**config.mk**
```make
export PLATFORM = sky130hd
export DESIGN_NAME = swera_regs
export DESIGN_NICKNAME = d
export VERILOG_FILES = /design/src/hdl/swera_pkg.sv /design/src/hdl/swera_regs.sv
export SDC_FILE = /design/constraint.sdc
export NUM_CORES = 1
export LEC_CHECK = 0
export ABC_AREA = 1
export BUFFER_PORTS_ARGS = -buffer_cell sky130_fd_sc_hd__buf_2
export CAP_MARGIN = 40
export CORE_AREA = 2 2 125 127
export CTS_CLUSTER_SIZE = 30
export DETAILED_ROUTE_END_ITERATION = 12
export DIE_AREA = 0 0 127 129
export PLACE_DENSITY = 0.47
export SYNTH_ARGS = -nofsm -noshare
export SYNTH_HDL_FRONTEND = slang
export SYNTH_SLANG_ARGS = --single-unit
```
**constraint.sdc**
```tcl
create_clock -name clk -period 1.55 [get_ports clk]
set_input_delay 0.2325 -clock clk [delete_from_list [all_inputs] [get_ports clk]]
set_output_delay 0.2325 -clock clk [all_outputs]
set_load 0.005 [all_outputs]
```
**src/hdl/swera_pkg.sv**
```systemverilog
// Types and constants of the sliding window event rate alarm.
// No dependencies; imported by all modules of the block.
package swera_pkg;

	localparam int ADDR_W = 5;

	typedef logic [2:0] reg_idx_t;

	localparam reg_idx_t REG_EXPIRE_AFTER        = 3'd0;
	localparam reg_idx_t REG_ACTIVITY_LOW        = 3'd1;
	localparam reg_idx_t REG_ACTIVITY_HIGH       = 3'd2;
	localparam reg_idx_t REG_HIGH_RATE_ABOVE     = 3'd3;
	localparam reg_idx_t REG_RENAME_MODIFY_ABOVE = 3'd4;
	localparam reg_idx_t REG_EXTENSION_ABOVE     = 3'd5;

	localparam logic [31:0] RST_EXPIRE_AFTER        = 32'd3000;
	localparam logic [8:0]  RST_ACTIVITY_LOW        = 9'd3;
	localparam logic [8:0]  RST_ACTIVITY_HIGH       = 9'd5;
	localparam logic [8:0]  RST_HIGH_RATE_ABOVE     = 9'd6;
	localparam logic [8:0]  RST_RENAME_MODIFY_ABOVE = 9'd5;
	localparam logic [8:0]  RST_EXTENSION_ABOVE     = 9'd3;

	// Largest value the reported modify count can show
	localparam logic [8:0] COUNT_SAT = 9'h1FF;

	typedef struct packed {
		logic [31:0] timestamp_ms;
		logic        event_kind;
		logic        suspicious_extension;
		logic        note_name;
		logic        batch_end;
	} event_item_t;

	typedef struct packed {
		logic       activity_alert;
		logic       high_rate_warning;
		logic       rename_modify_alarm;
		logic       extension_alarm;
		logic       note_alarm;
		logic [8:0] modify_count;
	} alert_item_t;

	typedef struct packed {
		logic [31:0] expire_after;
		logic [8:0]  activity_low;
		logic [8:0]  activity_high;
		logic [8:0]  high_rate_above;
		logic [8:0]  rename_modify_above;
		logic [8:0]  extension_above;
	} swera_cfg_t;

	// One stored event
	typedef struct packed {
		logic [31:0] time_ms;
		logic        kind;
		logic        ext;
		logic        note;
	} entry_t;

	typedef enum logic [2:0] {
		S_IDLE,
		S_INSERT,
		S_EXP_RD,
		S_EXP_CHK,
		S_EVAL
	} swera_state_t;

endpackage

```
**src/hdl/swera_regs.sv**
```systemverilog
// Configuration registers of the event rate alarm behind an APB-style port.
// Depends on swera_pkg for register indexes, reset values and the config struct.
module swera_regs import swera_pkg::*; (
	input  logic              clk,
	input  logic              arst_n,
	input  logic              psel,
	input  logic              penable,
	input  logic              pwrite,
	input  logic [ADDR_W-1:0] paddr,
	input  logic [31:0]       pwdata,
	output logic [31:0]       prdata,
	output logic              pready,
	output swera_cfg_t        cfg
);

	reg_idx_t   idx;
	logic       wr_en;
	swera_cfg_t cfg_q;

	assign idx    = paddr[ADDR_W-1:2];
	assign pready = 1'b1;
	assign wr_en  = psel && penable && pwrite && pready;
	assign cfg    = cfg_q;

	// Write the addressed register; ignore addresses beyond the list
	always_ff @(posedge clk or negedge arst_n) begin
		if (!arst_n) begin
			cfg_q.expire_after        <= RST_EXPIRE_AFTER;
			cfg_q.activity_low        <= RST_ACTIVITY_LOW;
			cfg_q.activity_high       <= RST_ACTIVITY_HIGH;
			cfg_q.high_rate_above     <= RST_HIGH_RATE_ABOVE;
			cfg_q.rename_modify_above <= RST_RENAME_MODIFY_ABOVE;
			cfg_q.extension_above     <= RST_EXTENSION_ABOVE;
		end else if (wr_en) begin
			case (idx)
				REG_EXPIRE_AFTER:        cfg_q.expire_after        <= pwdata;
				REG_ACTIVITY_LOW:        cfg_q.activity_low        <= pwdata[8:0];
				REG_ACTIVITY_HIGH:       cfg_q.activity_high       <= pwdata[8:0];
				REG_HIGH_RATE_ABOVE:     cfg_q.high_rate_above     <= pwdata[8:0];
				REG_RENAME_MODIFY_ABOVE: cfg_q.rename_modify_above <= pwdata[8:0];
				REG_EXTENSION_ABOVE:     cfg_q.extension_above     <= pwdata[8:0];
				default: ;
			endcase
		end
	end

	// Read back the addressed register
	always_comb begin
		case (idx)
			REG_EXPIRE_AFTER:        prdata = cfg_q.expire_after;
			REG_ACTIVITY_LOW:        prdata = {23'd0, cfg_q.activity_low};
			REG_ACTIVITY_HIGH:       prdata = {23'd0, cfg_q.activity_high};
			REG_HIGH_RATE_ABOVE:     prdata = {23'd0, cfg_q.high_rate_above};
			REG_RENAME_MODIFY_ABOVE: prdata = {23'd0, cfg_q.rename_modify_above};
			REG_EXTENSION_ABOVE:     prdata = {23'd0, cfg_q.extension_above};
			default:                 prdata = 32'd0;
		endcase
	end

endmodule

```
Yosys cells after proc, flatten, opt, wreduce, memory -nomap -nowiden
Cells that the tools add are included.
- bits of input ports: 42
- word-level logic and storage cells: 21
- register bits: 77
- equal/unequal tests: 5
- reductions and logical operators: 9
- muxes and demuxes: 1
- operator list (kind ; number):
    $pmux 32 s6 ; 1
    $reduce_and 2->1 ; 6
    $eq 3x2->1 const B ; 2
    $eq 3x3->1 const B ; 2
    $eq 3x1->1 const B ; 1
    $logic_not 3->1 ; 1
    $logic_and 1x1->1 ; 2

Depth between registers and ports, before layout
- word-level depth: 3
- depth in mapped cells: 8
- gate-level depth less buffers: 6

Worst setup path before layout
Ideal clock, no wire load.
- path kind: in2out
- from: in paddr[3]
- to: out prdata[7]
- arrival: 1039 ps
- cell stages on the path: 8
- slack: 278 ps
- path buffers: 3
- required time: 1317 ps
- path through: buf_6 > nor2_2 > buf_4 > buf_4 > nand3_1 > o21ai_0 > inv_1 > nand2_1
- longest elaborated chain between the ends: 2
- elaborated cells on any way between the ends: 7
- ends and longest elaborated chain (what ; line ; RTL):
    start, declared ; swera_regs.sv:9 ; input logic [ADDR_W-1:0] paddr,
    $eq 3x3->1, or another cell as far along ; swera_regs.sv:49 ; case (idx)
    $pmux 32 s6 (*) ; swera_regs.sv:49 ;
    end, declared ; swera_regs.sv:11 ; output logic [31:0] prdata,
Mark *: on every way between the ends. The rest lies on a longest branch, timed or not.

Final worst setup path
- from: reg cfg_q (netlist bit cfg[0])
- to: out prdata[0]
- longest elaborated chain between the ends: 1
- ends and longest elaborated chain (what ; line ; RTL):
    start, declared ; swera_regs.sv:18 ; swera_cfg_t cfg_q;
    $pmux 32 s6 ; swera_regs.sv:49 ;
No other way between the ends.

==> flow_summary.yaml <==
finish:
  final_cell_mix: "147 x buf_2, 133 x nand2_1, 65 x o21ai_0"
  layout_commonest_cell: "buf_2"
  largest_register_ffs: 77
  layout-drive-gt1-share_pct: 36.8
  fin_nets: 665
  postLayoutCellArea_sq_um: 5140
  syn_to_final_growth_pct: 39.1
  final_util_pct: 34.3
  antenna_cells: 0
logic_synthesis:
  synth_nets: 507
  yosysWarnings: 0
  synth-simple-area-share_pct: 27.4
  syn_avg_cell_area_sq_um: 7.95
  synthAdderAreaFrac_pct: 0
  yosysSeqAreaShare_pct: 52.7
  async_reset_ff_share_pct: 100
  synth_top_family_by_area: "simple AND/OR/NAND/NOR gates"
  synthXorXnorAreaFrac_pct: 0
  synth_top_area_share_pct: 40.6
  yosysTopAreaCell: "dfrtp_1"
  muxShareOfSynthArea_pct: 0
  synth_compound_area_share_pct: 11.4
  syn_inst: 465
  netlist_area_sq_um: 3700
  synth_cell_types: 21
  synth_ff_type: "dfrtp_1"
  synth_area_leaders: "dfrtp_1 41%, nand2_1 14%, dfstp_2 12%"
  synth-edff-count: 0
  synth_seq_cells: 77
clock_tree:
  numCtsBuffers: 9
  clock-sinks: 77
  insertion_delay_ps: 330
  tritoncts: "done"
  htree_levels: 3
  clkTransAtPathRegs_ps: 60
  root_buffer: "clkbuf_16"
  cts_buffer_depth: 2
drt:
  first_pass_iters: 5
  vias: 3640
  wirelength_um: 12500
  wl_per_cell_um: 15.3
  postRouteAntennaNets: 0
  viasPerCell: 4.46
  drt_drc_violations_left: 0
  drt_iter0_drc: 159
floorplan:
  fp.dieH_um: 129
  dieArea_sq_um: 16400
  rows: 45
  die_w_um: 127
  io-pin-count: 152
  start_util_pct: 24.7
  core_sq_um: 15000
setup_path:
  end_kind: "primary output"
  critPathKind: "register to primary output"
  required_ps: 1320
  crit_path_start_kind: "register"
  crit_arrival_ps: 1300
  crit_fanout: 3
power:
  intPower_mw: 4.52
  switching_share_pct: 29.7
  power_switching_mw: 1.91
  p_leak_nw: 2.78
  power.density_nw_per_um2: 1250
  ir_drop_mv: 0.498
  comb_power_share_pct: 21.6
  total_power_mw: 6.43
  seq_power_share_pct: 43.6
  clkPwrFrac_pct: 34.8
sta:
  rsz0062_at_grt: "yes"
  min_period_ps: 1530
  fmax_ghz: 0.653
  final_hold_viol_count: 0
  worst_slack_ps: 18.3
  maxSlewViolCount: 0
  finalClockSkew_ps: 0
  setup_viol: 0
  finalSetupTns_ps: 0
  fin_crit_sh_pct: 98.8
hold_path:
  hold_class: "input pin to register"
global_route:
  grt_pass1_wl_um: 19200
  track_usage_pct: 15.3
  overflow: 0
  first_global_vias: 3526
  antenna_found_initial: 0
  grt_start_max_net_pins: 52
flow_run:
  max_cap_violations: 0
placement:
  pre_cts_ws_ps: 66.2
  dp_hpwl_um: 9370
  place_congestion: 0.791
  place_area_sq_um: 4730
  port_buffers: 148
run_status:
  status: "finished, final reports clean"
-- final timing paths --
kind / cells past startpoint / slack, ps / to / start
max reg2reg: 3 / 690 / cfg[37]$_DFFE_PN1P_ / cfg[37]$_DFFE_PN1P_
max in group asynchronous: 3 / 560 / cfg[27]$_DFFE_PN1P_ / arst_n
max: 5 / 20 / prdata[0] / cfg[0]$_DFFE_PN1P_
min in group asynchronous: 2 / 370 / cfg[55]$_DFFE_PN0P_ / arst_n
min: 3 / 100 / cfg[70]$_DFFE_PN0P_ / pwdata[25]
min reg2reg: 2 / 490 / cfg[11]$_DFFE_PN1P_ / cfg[11]$_DFFE_PN1P_
-- per-stage QoR --
step / hold slack [ps] / instances
2_1_floorplan: -63.1 / 465
3_3_place_gp: 197 / 793
3_5_place_dp: 201 / 793
4_1_cts: 90.5 / 811
5_1_grt: 107 / 816
6_report: 99.2 / 816
-- cells in the mapped netlist (5+ instances only) --
cell	number
nand4_1	21
o21ai_1	13
a21oi_1	6
o21ai_0	65
nand2_1	137
buf_2	9
inv_1	44
nand3_1	21
nor2_4	5
nor2_1	39
dfstp_2	17
dfrtp_1	60
buf_1	5
buf_4	6
-- worst max-delay path: stages, from the launching register on --
cell     delay, ps
dfstp_2        530
nand4_1         90
nand2_2        110
nor2_2          60
nand2_1         60
buf_2          100
-- layout make-up --
cell class | count | area (sq um)
inverters | 47 | 176
multi-input cells | 316 | 1480
fillers | 1623 | 9830
clock inverters | 7 | 90.1
repair buffers | 172 | 992
clock buffers | 9 | 225
flip-flops and latches | 77 | 1950
well taps | 188 | 235
-- power by group through the flow --
stage | sequential, mW | clock (mW) | combinational [mW]
2_1_floorplan | 2.80 | 0 | 0.521
3_3_place_gp | 2.84 | 0 | 1.33
3_5_place_dp | 2.83 | 0 | 1.36
4_1_cts | 2.81 | 2.30 | 1.37
5_1_grt | 2.86 | 2.38 | 1.58
6_report | 2.80 | 2.24 | 1.39
-- what timing repair did --
action | in CTS | in global routing
hold buffers | 1 | 0
endpoints found under the hold margin | 23 | 0
pin swaps | 3 | 10
setup buffers | 1 | 5
setup endpoints to repair | 5 | 10
gates cloned | 0 | 0
resized for setup | 7 | 6
-- metal layers --
metal  routed length [um]  global-route usage, %
met1                 5580                   19.2
met2                 5860                   25.6
met3                  897                   4.62
met4                  152                   4.40
met5                    0                      0
-- logic make-up after synthesis --
| kind of cell | count (synthesis) |
|---|---|
| AND/OR/NAND/NOR | 231 |
| buffers and inverters | 72 |
| other | 1 |
| AO/OA/AOI/OAI | 84 |
| flip-flops | 77 |
Power figures use the tool's default switching activity.
